**config.mk**
```make
export PLATFORM = sky130hd
export DESIGN_NAME = angle_pair_to_unit_vector_top
export DESIGN_NICKNAME = d
export VERILOG_FILES = /design/src/hw/rtl/atuv_pkg.sv /design/src/hw/rtl/atuv_wrap.sv /design/src/hw/rtl/atuv_trig.sv /design/src/hw/rtl/atuv_combine.sv /design/src/hw/rtl/angle_pair_to_unit_vector_top.sv
export SDC_FILE = /design/constraint.sdc
export NUM_CORES = 2
export LEC_CHECK = 0
export ABC_CLOCK_PERIOD_IN_PS = 14100
export BUFFER_PORTS_ARGS = -buffer_cell sky130_fd_sc_hd__buf_2
export CORE_MARGIN = 4
export CORE_UTILIZATION = 56
export CTS_BUF_LIST = sky130_fd_sc_hd__clkbuf_2
export DETAILED_ROUTE_END_ITERATION = 12
export PLACE_DENSITY = 0.72
export SLEW_MARGIN = 20
export SYNTH_ARGS = -nofsm -noshare
export SYNTH_HDL_FRONTEND = slang
export SYNTH_HIERARCHICAL = 1
export SYNTH_SLANG_ARGS = --single-unit
```
**constraint.sdc**
```tcl
create_clock -name clk -period 14.1 [get_ports clk]
set_clock_uncertainty 0.15 [all_clocks]
set_input_delay 1.41 -clock clk [delete_from_list [all_inputs] [get_ports clk]]
set_output_delay 1.41 -clock clk [all_outputs]
set_load 0.05 [all_outputs]
```
**src/hw/rtl/atuv_pkg.sv**
```systemverilog
// shared types, constants and elaboration-time sine tables for the angle pair to vector block
`default_nettype none

package atuv_pkg;

	localparam int TABLE_SIZE   = 4096;
	localparam int FRAC_BITS    = 14;
	localparam int QUARTER      = TABLE_SIZE / 4;
	localparam int QUARTER2     = 2 * QUARTER;
	localparam longint unsigned HALF_PI_Q30 = 64'd1686629713;

	localparam int DEG_TURN = 360;
	localparam int DEG_HALF = 180;
	localparam int DEG_QUAD = 90;

	// 92 turns: any 16-bit angle plus this bias is non-negative and keeps its residue
	localparam logic [16:0] DEG_BIAS    = 17'd33120;
	// ceil(2^24 / 360), exact quotient for dividends up to 65887, which covers the biased range
	localparam logic [15:0] RECIP_360   = 16'd46604;
	localparam int          RECIP_SHIFT = 24;

	localparam logic signed [31:0] MUL_ROUND = 32'sd1 <<< (FRAC_BITS - 1);
	localparam logic signed [17:0] ONE_Q     = 18'sd1 <<< FRAC_BITS;

	typedef logic signed [15:0] fix_t;
	typedef logic [8:0] deg_t;

	localparam fix_t ONE_FIX = fix_t'(ONE_Q);

	typedef struct packed {
		logic signed [15:0] yaw_deg;
		logic signed [15:0] pitch_deg;
	} ang_t;

	typedef struct packed {
		logic signed [15:0] dir_x;
		logic signed [15:0] dir_y;
		logic signed [15:0] dir_z;
	} vec_t;

	typedef struct packed {
		logic s1;
		logic s2;
		logic s3;
		logic s4;
		logic s5;
	} stage_en_t;

	typedef fix_t half_tab_t [DEG_HALF];

	// sin over the first quadrant in q30, r counts table steps
	// ten taylor terms: x, then term k for k 1..9 divided by (2k)(2k+1)
	function automatic longint quarter_sine_q30(longint unsigned r);
		longint unsigned x;
		longint unsigned x2;
		longint unsigned term;
		longint acc;
		x = (64'd2 * HALF_PI_Q30 * r + QUARTER) / QUARTER2;
		x2 = (x * x) >> 30;
		term = x;
		acc = longint'(x);
		term = ((term * x2) >> 30) / 64'd6;
		acc = acc - longint'(term);
		term = ((term * x2) >> 30) / 64'd20;
		acc = acc + longint'(term);
		term = ((term * x2) >> 30) / 64'd42;
		acc = acc - longint'(term);
		term = ((term * x2) >> 30) / 64'd72;
		acc = acc + longint'(term);
		term = ((term * x2) >> 30) / 64'd110;
		acc = acc - longint'(term);
		term = ((term * x2) >> 30) / 64'd156;
		acc = acc + longint'(term);
		term = ((term * x2) >> 30) / 64'd210;
		acc = acc - longint'(term);
		term = ((term * x2) >> 30) / 64'd272;
		acc = acc + longint'(term);
		term = ((term * x2) >> 30) / 64'd342;
		acc = acc - longint'(term);
		if (acc < 0)
			acc = 0;
		return acc;
	endfunction

	function automatic longint rom_entry(longint unsigned i);
		longint unsigned j;
		longint unsigned q;
		longint unsigned r;
		longint v;
		j = i & longint'(TABLE_SIZE - 1);
		q = j / QUARTER;
		r = j % QUARTER;
		if (q[0])
			r = QUARTER - r;
		v = quarter_sine_q30(r);
		v = (v + (longint'(1) <<< (29 - FRAC_BITS))) >>> (30 - FRAC_BITS);
		if (q[1])
			v = -v;
		return v;
	endfunction

	function automatic longint floor_div_turn(longint n);
		if (n >= 0)
			return n / DEG_TURN;
		return -((-n + DEG_TURN - 1) / DEG_TURN);
	endfunction

	// interpolated table value at d degrees, d in 0..359
	function automatic fix_t deg_sine(int d);
		longint num;
		longint base;
		longint rem;
		longint v0;
		longint v1;
		longint v;
		longint one;
		num = longint'(d) * TABLE_SIZE;
		base = num / DEG_TURN;
		rem = num - base * DEG_TURN;
		v0 = rom_entry(base);
		v1 = rom_entry(base + 1);
		v = v0 + floor_div_turn((v1 - v0) * rem + DEG_HALF);
		one = longint'(1) <<< FRAC_BITS;
		if (v > one)
			v = one;
		else if (v < -one)
			v = -one;
		return fix_t'(v);
	endfunction

	function automatic half_tab_t build_half(int first);
		half_tab_t t;
		for (int d = 0; d < DEG_HALF; d++)
			t[d] = deg_sine(first + d);
		return t;
	endfunction

	localparam half_tab_t SINE_LO = build_half(0);
	localparam half_tab_t SINE_HI = build_half(DEG_HALF);

	function automatic fix_t deg_lookup(deg_t d);
		deg_t k;
		k = d - 9'(DEG_HALF);
		if (d >= 9'(DEG_HALF))
			return SINE_HI[k[7:0]];
		return SINE_LO[d[7:0]];
	endfunction

	function automatic fix_t sat_one(logic signed [17:0] v);
		if (v > ONE_Q)
			return ONE_FIX;
		if (v < -ONE_Q)
			return -ONE_FIX;
		return fix_t'(v);
	endfunction

endpackage

`default_nettype wire

```
**src/hw/rtl/atuv_wrap.sv**
```systemverilog
// two-stage reduction of a signed degree count modulo 360
`default_nettype none

module atuv_wrap import atuv_pkg::*; (
	input  logic               clk,
	input  stage_en_t          en,
	input  logic signed [15:0] angle,
	output deg_t               deg
);

	logic [16:0] biased;
	logic [31:0] prod;
	logic [16:0] turns;
	logic [16:0] rem_full;

	logic [16:0] biased_s1;
	logic [7:0]  quo_s1;
	deg_t        deg_s2;

	assign biased = {angle[15], angle} + DEG_BIAS;
	// reciprocal multiply, quotient exact over the biased range
	assign prod = {15'd0, biased} * {16'd0, RECIP_360};

	always_ff @(posedge clk) begin
		if (en.s1) begin
			biased_s1 <= biased;
			quo_s1 <= prod[RECIP_SHIFT +: 8];
		end
	end

	assign turns = {9'd0, quo_s1} * 17'(DEG_TURN);
	assign rem_full = biased_s1 - turns;

	always_ff @(posedge clk) begin
		if (en.s2) begin
			deg_s2 <= rem_full[8:0];
		end
	end

	assign deg = deg_s2;

endmodule

`default_nettype wire

```
**src/hw/rtl/atuv_trig.sv**
```systemverilog
// sine and cosine lookup of a reduced angle from the per-degree tables
`default_nettype none

module atuv_trig import atuv_pkg::*; (
	input  logic      clk,
	input  stage_en_t en,
	input  deg_t      deg,
	output fix_t      sin_val,
	output fix_t      cos_val
);

	deg_t deg_cos;
	fix_t sin_s3;
	fix_t cos_s3;

	// cosine is the sine a quarter turn ahead
	assign deg_cos = (deg >= 9'(DEG_TURN - DEG_QUAD)) ? deg - 9'(DEG_TURN - DEG_QUAD)
		: deg + 9'(DEG_QUAD);

	always_ff @(posedge clk) begin
		if (en.s3) begin
			sin_s3 <= deg_lookup(deg);
			cos_s3 <= deg_lookup(deg_cos);
		end
	end

	assign sin_val = sin_s3;
	assign cos_val = cos_s3;

endmodule

`default_nettype wire

```
**src/hw/rtl/atuv_combine.sv**
```systemverilog
// products of the trig values, rounding and saturation into the output vector
`default_nettype none

module atuv_combine import atuv_pkg::*; (
	input  logic      clk,
	input  stage_en_t en,
	input  fix_t      sin_yaw,
	input  fix_t      cos_yaw,
	input  fix_t      sin_pitch,
	input  fix_t      cos_pitch,
	output vec_t      vec
);

	logic signed [31:0] px_s4;
	logic signed [31:0] pz_s4;
	logic signed [16:0] ny_s4;
	vec_t               vec_s5;

	always_ff @(posedge clk) begin
		if (en.s4) begin
			px_s4 <= sin_yaw * cos_pitch + MUL_ROUND;
			pz_s4 <= cos_yaw * cos_pitch + MUL_ROUND;
			ny_s4 <= -{sin_pitch[15], sin_pitch};
		end
	end

	// arithmetic shift floors, which with the half added rounds half up
	always_ff @(posedge clk) begin
		if (en.s5) begin
			vec_s5.dir_x <= sat_one(18'(px_s4 >>> FRAC_BITS));
			vec_s5.dir_y <= sat_one(18'(ny_s4));
			vec_s5.dir_z <= sat_one(18'(pz_s4 >>> FRAC_BITS));
		end
	end

	assign vec = vec_s5;

endmodule

`default_nettype wire

```
**src/hw/rtl/angle_pair_to_unit_vector_top.sv**
```systemverilog
// top level: yaw/pitch degrees to a q1.14 unit direction vector
// an accepted request passes through stage registers s1 to s5, s5 being the output register
// throughput: one request per cycle; bubbles close up under output stall, stall
//   reaches the input only when all five stages hold requests
// reset clears the stage valid bits only; the sine tables are constants, no fill time
`default_nettype none

module angle_pair_to_unit_vector_top import atuv_pkg::*; (
	input  logic clk,
	input  logic arst_n,
	input  logic ang_valid,
	output logic ang_stall,
	input  ang_t ang,
	output logic vec_valid,
	input  logic vec_stall,
	output vec_t vec
);

	stage_en_t en;
	logic      valid_s1;
	logic      valid_s2;
	logic      valid_s3;
	logic      valid_s4;
	logic      valid_s5;

	deg_t yaw_red;
	deg_t pitch_red;
	fix_t sin_yaw;
	fix_t cos_yaw;
	fix_t sin_pitch;
	fix_t cos_pitch;

	// a stage loads when it is empty or its contents move on
	assign en.s5 = !valid_s5 || !vec_stall;
	assign en.s4 = !valid_s4 || en.s5;
	assign en.s3 = !valid_s3 || en.s4;
	assign en.s2 = !valid_s2 || en.s3;
	assign en.s1 = !valid_s1 || en.s2;

	assign ang_stall = !en.s1;
	assign vec_valid = valid_s5;

	always_ff @(posedge clk or negedge arst_n) begin
		if (!arst_n) begin
			valid_s1 <= 1'b0;
			valid_s2 <= 1'b0;
			valid_s3 <= 1'b0;
			valid_s4 <= 1'b0;
			valid_s5 <= 1'b0;
		end else begin
			if (en.s1)
				valid_s1 <= ang_valid;
			if (en.s2)
				valid_s2 <= valid_s1;
			if (en.s3)
				valid_s3 <= valid_s2;
			if (en.s4)
				valid_s4 <= valid_s3;
			if (en.s5)
				valid_s5 <= valid_s4;
		end
	end

	atuv_wrap u_wrap_yaw (
		.clk   (clk),
		.en    (en),
		.angle (ang.yaw_deg),
		.deg   (yaw_red)
	);

	atuv_wrap u_wrap_pitch (
		.clk   (clk),
		.en    (en),
		.angle (ang.pitch_deg),
		.deg   (pitch_red)
	);

	atuv_trig u_trig_yaw (
		.clk     (clk),
		.en      (en),
		.deg     (yaw_red),
		.sin_val (sin_yaw),
		.cos_val (cos_yaw)
	);

	atuv_trig u_trig_pitch (
		.clk     (clk),
		.en      (en),
		.deg     (pitch_red),
		.sin_val (sin_pitch),
		.cos_val (cos_pitch)
	);

	atuv_combine u_combine (
		.clk       (clk),
		.en        (en),
		.sin_yaw   (sin_yaw),
		.cos_yaw   (cos_yaw),
		.sin_pitch (sin_pitch),
		.cos_pitch (cos_pitch),
		.vec       (vec)
	);

	a_stall_only_when_full: assert property (@(posedge clk) disable iff (!arst_n)
		ang_stall |-> (valid_s1 && valid_s2 && valid_s3 && valid_s4 && valid_s5 && vec_stall))
		else $error("input stalled while the pipeline has room");

	a_reduced_in_turn: assert property (@(posedge clk) disable iff (!arst_n)
		valid_s2 |-> (yaw_red < 9'(DEG_TURN) && pitch_red < 9'(DEG_TURN)))
		else $error("reduced angle outside one turn");

	a_result_in_range: assert property (@(posedge clk) disable iff (!arst_n)
		vec_valid |-> (vec.dir_x <= ONE_FIX && vec.dir_x >= -ONE_FIX
			&& vec.dir_y <= ONE_FIX && vec.dir_y >= -ONE_FIX
			&& vec.dir_z <= ONE_FIX && vec.dir_z >= -ONE_FIX))
		else $error("result component beyond unit magnitude");

	a_empty_never_stalls: assert property (@(posedge clk) disable iff (!arst_n)
		!vec_valid |-> !ang_stall)
		else $error("input stalled with an empty output register");

endmodule

`default_nettype wire

```
* Word-level counts from Yosys, hierarchy flattened
Memory sizes are Yosys's and may differ from the RTL's. Index checks and enable logic that the tools add are counted. Widths: inputs -> output; s select.
Word-level totals: flip-flop bits (word level) 250, ROM bits 32768, input bits 36, output and inout bits 50, word-level logic and storage cells 151, memories 8
Memory list:
- (name not given) | words 256, width 16, rd ports 1, clocked after memory_dff 0, wr ports 0, line atuv_pkg.sv:145 | return SINE_HI[k[7:0]];
- (name not given) | words 256, width 16, rd ports 1, clocked after memory_dff 0, wr ports 0, line atuv_pkg.sv:146 | return SINE_LO[d[7:0]];
- (name not given) | words 256, width 16, rd ports 1, clocked after memory_dff 0, wr ports 0, line atuv_pkg.sv:145
- (name not given) | words 256, width 16, rd ports 1, clocked after memory_dff 0, wr ports 0, line atuv_pkg.sv:146
- (name not given) | words 256, width 16, rd ports 1, clocked after memory_dff 0, wr ports 0, line atuv_pkg.sv:145
- (name not given) | words 256, width 16, rd ports 1, clocked after memory_dff 0, wr ports 0, line atuv_pkg.sv:146
- 2 more memories
Cells by class: add/subtract/negate cells 15, multiply operators 6, $lt $le $gt $ge 20, mux-type cells 61, bitwise gates (word level) 8, reduce and logical (&&, ||, !) cells 12
Operators by type and width (count):
- $mux 16 | 36
- $ge 9x9->1 const B | 10
- $not 8->9 | 8
- $add 32x15->32 const B | 2
- $mul 16x16->32 | 2
- $mul 17x14->30 const B | 2
- $ge 9x8->1 const B | 4
- $gt 18x16->1 const B | 2
- $lt 18x15->1 const B | 2
- $add 17x16->17 const B | 2
- $sub 8x8->8 const B | 4
- $mux 1 | 23
- $add 9x7->9 const B | 2
- $mux 9 | 2
- $sub 9x9->9 | 2
- $sub 9x9->9 const B | 2
- $gt 17x16->1 const B | 1
- $lt 17x15->1 const B | 1
- $neg 17->17 | 1
- $mul 8x6->6 const B | 2
- $logic_not 1->1 | 7
- $logic_or 1x1->1 | 5

* Longest topological paths before layout
depth after elaboration 9, gate-level depth with buffers 25, mapped depth without buffers 23

* Cells and area by module
Netlist, hierarchy kept.
Modules (own cells, without submodules):
- atuv_trig | times used 2, cells each 2290, area each 13910.8 um^2
- atuv_combine | times used 1, cells each 2330, area each 22840.7 um^2
- atuv_wrap | times used 2, cells each 427, area each 4638.2 um^2
- angle_pair_to_unit_vector_top | times used 1, cells each 18, area each 210.2 um^2

* Least setup slack after synthesis
No wires, ideal clock.
path kind in2reg, start input port ang[5] (netlist bit), end register u_wrap_pitch.quo_s1[5], data pin, setup time 0.273 ns, arrival time 6.244 ns, required time 13.677 ns, slack 7.433 ns, stages on the path 22, path buffers 0, path through inv_1 > ha_1 > nor2b_1 > o211a_1 > nand3_1 > xor2_1 > ha_1 > inv_1 > fa_1 > inv_1 > fa_1 > inv_1 > fa_1 > inv_1 > ha_1 > ha_1 > ha_1 > nand2_1 > or3_4 > a2111oi_4 > or2_4 > o311ai_2
Between the ends: longest elaborated chain between the ends 2
RTL lines:
- start, declared | line angle_pair_to_unit_vector_top.sv:13 | input ang_t ang,
- $add 17x16->17 | line atuv_wrap.sv:20 | assign biased = {angle[15], angle} + DEG_BIAS;
- $mul 17x14->30 | line atuv_wrap.sv:22 | assign prod = {15'd0, biased} * {16'd0, RECIP_360};
- net u_wrap_pitch.prod[29] | line atuv_wrap.sv:12 | logic [31:0] prod;
- end signal, assigned | line atuv_wrap.sv:27 | quo_s1 <= prod[RECIP_SHIFT +: 8];
- end, declared | line atuv_wrap.sv:17 | logic [7:0] quo_s1;
The timed path passes the listed nets, and every way through them passes these cells. A chain may end at the register's enable or synchronous reset.

* Final worst setup path
start register u_wrap_yaw.deg_s2[2] (netlist: u_wrap_yaw/deg[2]), end register u_trig_yaw.cos_s3[6] (netlist: u_trig_yaw/cos_val[6]), data pin
Between the ends: longest elaborated chain between the ends 9, elaborated cells on any way between the ends 18, those cells by class add/sub (3); order compare (2); mux (9); bitwise (2); memory (2)
RTL lines:
- start, declared | line atuv_wrap.sv:18 | deg_t deg_s2;
- start signal, assigned | line atuv_wrap.sv:36 | deg_s2 <= rem_full[8:0];
- $add 9x7->9, or another cell as far along | line atuv_trig.sv:18 | : deg + 9'(DEG_QUAD);
- $mux 9 (*) | line atuv_trig.sv:17 | assign deg_cos = (deg >= 9'(DEG_TURN - DEG_QUAD)) ? deg - 9'(DEG_TURN - DEG_QUAD)
- $sub 8x8->8 | line atuv_pkg.sv:143 | k = d - 9'(DEG_HALF);
- $not 8->9 (not written as such) | line atuv_pkg.sv:145
- $mem_v2 256x16
- $mux 16 (not written as such) (2 in series) | line atuv_pkg.sv:145
- $mux 16 | line atuv_pkg.sv:144 | if (d >= 9'(DEG_HALF))
- $mux 16 (*) | line atuv_pkg.sv:146
- end signal, assigned | line atuv_trig.sv:23 | cos_s3 <= deg_lookup(deg_cos);
- end, declared | line atuv_trig.sv:14 | fix_t cos_s3;
Mark *: on every way between the ends. The rest lies on a longest branch, timed or not. The select of a mux whose other input is x is not followed.

==> impl_metrics.toml <==
[die]
die_w_um = 336
start_util_pct = 56.7
dieHeight_um = 336
core_sq_um = 106000
dieArea_sq_um = 113000
rows = 119
ioPinCount = 86

[cts]
cts_root_buffer = "clkbuf_2"
cts.sinks = 218
clockBufferDepth = 3
path_clk_slew_ps = 110
htreeDepth = 2
tritoncts = "yes"
insertion_delay_ps = 1180
cts_buffers = 58

[yosys]
synth-edff-count = 213
synthArstFlopShare_pct = 2.29
synthFlopType = "edfxtp_1"
synth_seq_area_share_pct = 10.8
syn_inst = 7782
syn-cell-area_sq_um = 60100
syn-mean-instance-area_sq_um = 7.73
ys_warn_count = 6
synth_cell_type_count = 107
syn_nets = 8903
ys_ff_latch = 218

[worst_setup_path]
r2r_start = "u_wrap_yaw/deg[2]"
r2r_end = "u_trig_yaw/cos_val[6]"
worst_setup_path_start_kind = "flip-flop"
worst_setup_path_end_kind = "flip-flop"
cp.arrival_ps = 8610
crit_type = "reg2reg"
cp.required_ps = 14880
critPathCapture = "u_trig_yaw/cos_val[6]"
crit_start = "u_wrap_yaw/deg[2]"
crit_fanout = 137
r2r_cells = 21
r2r_slack_ps = 6270

[outcome]
status = "complete, no violations"

[sta]
setup_tns_ps = 0
slew_viol_final = 0
fmax_mhz = 128
rsz0062_at_grt = "no"
finalCritPeriodShare_pct = 55.6
setup_violations = 0
tightest_slew_ps = 1240
max_slew_margin_pct = 16.9
finalHoldViolations = 0
post-route-min-period_ps = 7830

[flow_run]
cap_violations = 0

[global_routing]
grt_use_total_pct = 40.7
antenna_found_initial = 8
grt_pass1_wl_mm = 358
grt_pass1_vias = 59300
grt_remaining_overflow = 0
grt_max_degree = 138

[placement]
dpl.hpwl_mm = 165
dp.cells = 8749
gp_congestion = 1.05
io_buffers = 85

[drt]
vias = 60900
wire_per_inst_um = 26.5
drt_pass1_iterations = 7
vias_per_cell = 6.87
drc_errors = 0
drtAntennaViolNets = 0
drtIter0Drc = 9396
routed_wl_mm = 235

[hold_path]
whs_path_depth = 0
min_path_type = "reg2reg"

[final_layout]
fillers = 9848
utilization_pct = 58.2
seqCellArea_sq_um = 6520
drive_gt1_share_pct = 6.91
multi_input_area_sq_um = 47900
instances_no_fill = 8867
nNetsFinal = 8540
area_growth_syn_to_layout_pct = 2.62
-- placed cells by master, fill, tap and decap left out, drive strengths merged, types with 55 or more instances in the layout --
cell	count
edfxtp	213
ha	453
clkbuf	78
nand2b	59
a21oi	569
fa	632
a211oi	192
nor3	196
nand2	874
xnor2	146
nand3	179
a311oi	116
o311ai	84
a21o	62
inv	840
and2	313
a31oi	107
o211ai	159
o21ai	502
nor2	597
xor2	55
buf	248
-- critical path, cell delays in order (launching register included) --
cell,delay (ps)
edfxtp_1,390
buf_12,460
ha_1,250
buf_4,380
inv_1,220
ha_1,380
nor2b_1,170
a31o_4,250
nor2_8,500
inv_2,390
buf_4,390
ha_4,750
buf_4,730
nand3b_1,390
nand3_1,190
a21oi_1,60
a31oi_1,140
o311ai_0,150
nor3_1,460
o21ai_0,170
o211a_1,150
o31ai_1,230
-- final cells by class --
| type | count | area share (%) |
|---|---|---|
| clock inverter | 32 | 0.436 |
| sequential | 218 | 10.6 |
| clock buffer | 78 | 0.632 |
| antenna | 7 | 0.0284 |
| multi-input combinational | 6045 | 77.6 |
| timing repair buffer | 249 | 2.73 |
| inverter | 847 | 5.15 |
| tap | 1391 | 2.82 |
-- through the flow --
step | area [sq um] | hold WS, ps | setup WS (ps)
2_1_floorplan | 60100 | 250 | 7430
3_3_place_gp | 61000 | 252 | 6680
3_5_place_dp | 61000 | 256 | 6610
4_1_cts | 61700 | 218 | 6580
5_1_grt | 61700 | 278 | 5970
6_report | 61700 | 284 | 6270
-- Yosys cell counts, types with 14 or more instances --
master     instances  area share [%]
o21a_1            14            0.17
nand2_1          874             5.5
nand2b_1          59            0.61
a311oi_1         116             1.7
a211o_1           24            0.35
and3_1            33            0.34
buf_2            126             1.0
clkbuf_1         424             2.6
nand4_1           28            0.29
mux4_2            28             1.0
o221ai_1          22            0.32
a32oi_1           16            0.23
o211ai_1         157             2.0
nor4_1            31            0.32
mux2i_1           42            0.70
o32ai_1           16            0.23
o21ai_0          488             4.1
a31oi_1          107             1.1
o311ai_0          74             1.1
edfxtp_1         213              11
nor3_1           190             1.6
fa_1             632              21
a21oi_1          566             4.7
xor2_1            53            0.77
a221oi_1          42            0.61
o2111ai_1         19            0.28
or3_1             17            0.18
a2111oi_0         29            0.42
nor2_1           589             3.7
o31ai_1           32            0.40
xnor2_1          136             2.0
nand3b_1          19            0.24
buf_1            101            0.63
o311a_1           16            0.27
a211oi_1         189             2.4
buf_4             14            0.17
and2_1           311             3.2
nand3_1          175             1.5
o22ai_1           53            0.55
nor2b_1           48            0.50
inv_1            833             5.2
a21o_1            62            0.77
ha_1             453             9.4
-- layer usage --
metal | share of wire (%) | up-vias | global-route usage [%] | routed length (um)
met5 | 0.030 | - | 0 | 71
met4 | 6.2 | 10 | 21.4 | 14600
met3 | 13 | 953 | 10.6 | 29600
met2 | 43 | 4257 | 61.0 | 100000
met1 | 39 | 29100 | 54.3 | 90900
li1 | - | 26600 | - | -
-- worst min-delay path by stage --
stage                               from                        end
2_1_floorplan  u_wrap_pitch/biased_s1[0]        u_wrap_pitch/deg[0]
4_1_cts                           ang[0]  u_wrap_pitch/biased_s1[0]
6_report       u_wrap_pitch/biased_s1[1]        u_wrap_pitch/deg[1]
3_3_place_gp   u_wrap_pitch/biased_s1[1]        u_wrap_pitch/deg[1]
5_1_grt                           ang[1]  u_wrap_pitch/biased_s1[1]
3_5_place_dp   u_wrap_pitch/biased_s1[1]        u_wrap_pitch/deg[1]
-- flip-flops by register name, indices dropped and copies added (netlist names), 16 cells and up --
signal,count
u_combine/vec,48
u_combine/pz_s4,18
u_trig_yaw/sin_val,16
u_trig_yaw/cos_val,16
u_trig_pitch/sin_val,16
u_trig_pitch/cos_val,16
u_combine/px_s4,18
u_combine/ny_s4,17
-- kinds of logic (layout without fill, tap and decap cells) --
group | after synthesis | after routing | share of synthesized area, %
buffers and inverters | 1519 | 1206 | 9.92
xor gates and xnor gates | 201 | 201 | 3.11
AOI/OAI and AO/OA | 2248 | 2248 | 25.0
DFF | 218 | 218 | 10.8
other | 0 | 7 | 0
adders and majority gates | 1085 | 1085 | 30.5
muxes | 78 | 78 | 1.90
and+or+nand+nor | 2433 | 2433 | 18.7
-- timing repair --
item	4_1_cts	5_1_grt
resized for setup	0	0
hold buffers	1	0
hold endpoints to repair	5	0
buffers inserted	0	0
Power is left out: the tool's default activity adds up to more than one toggle a clock period on the data nets, which glitch-free logic cannot reach.
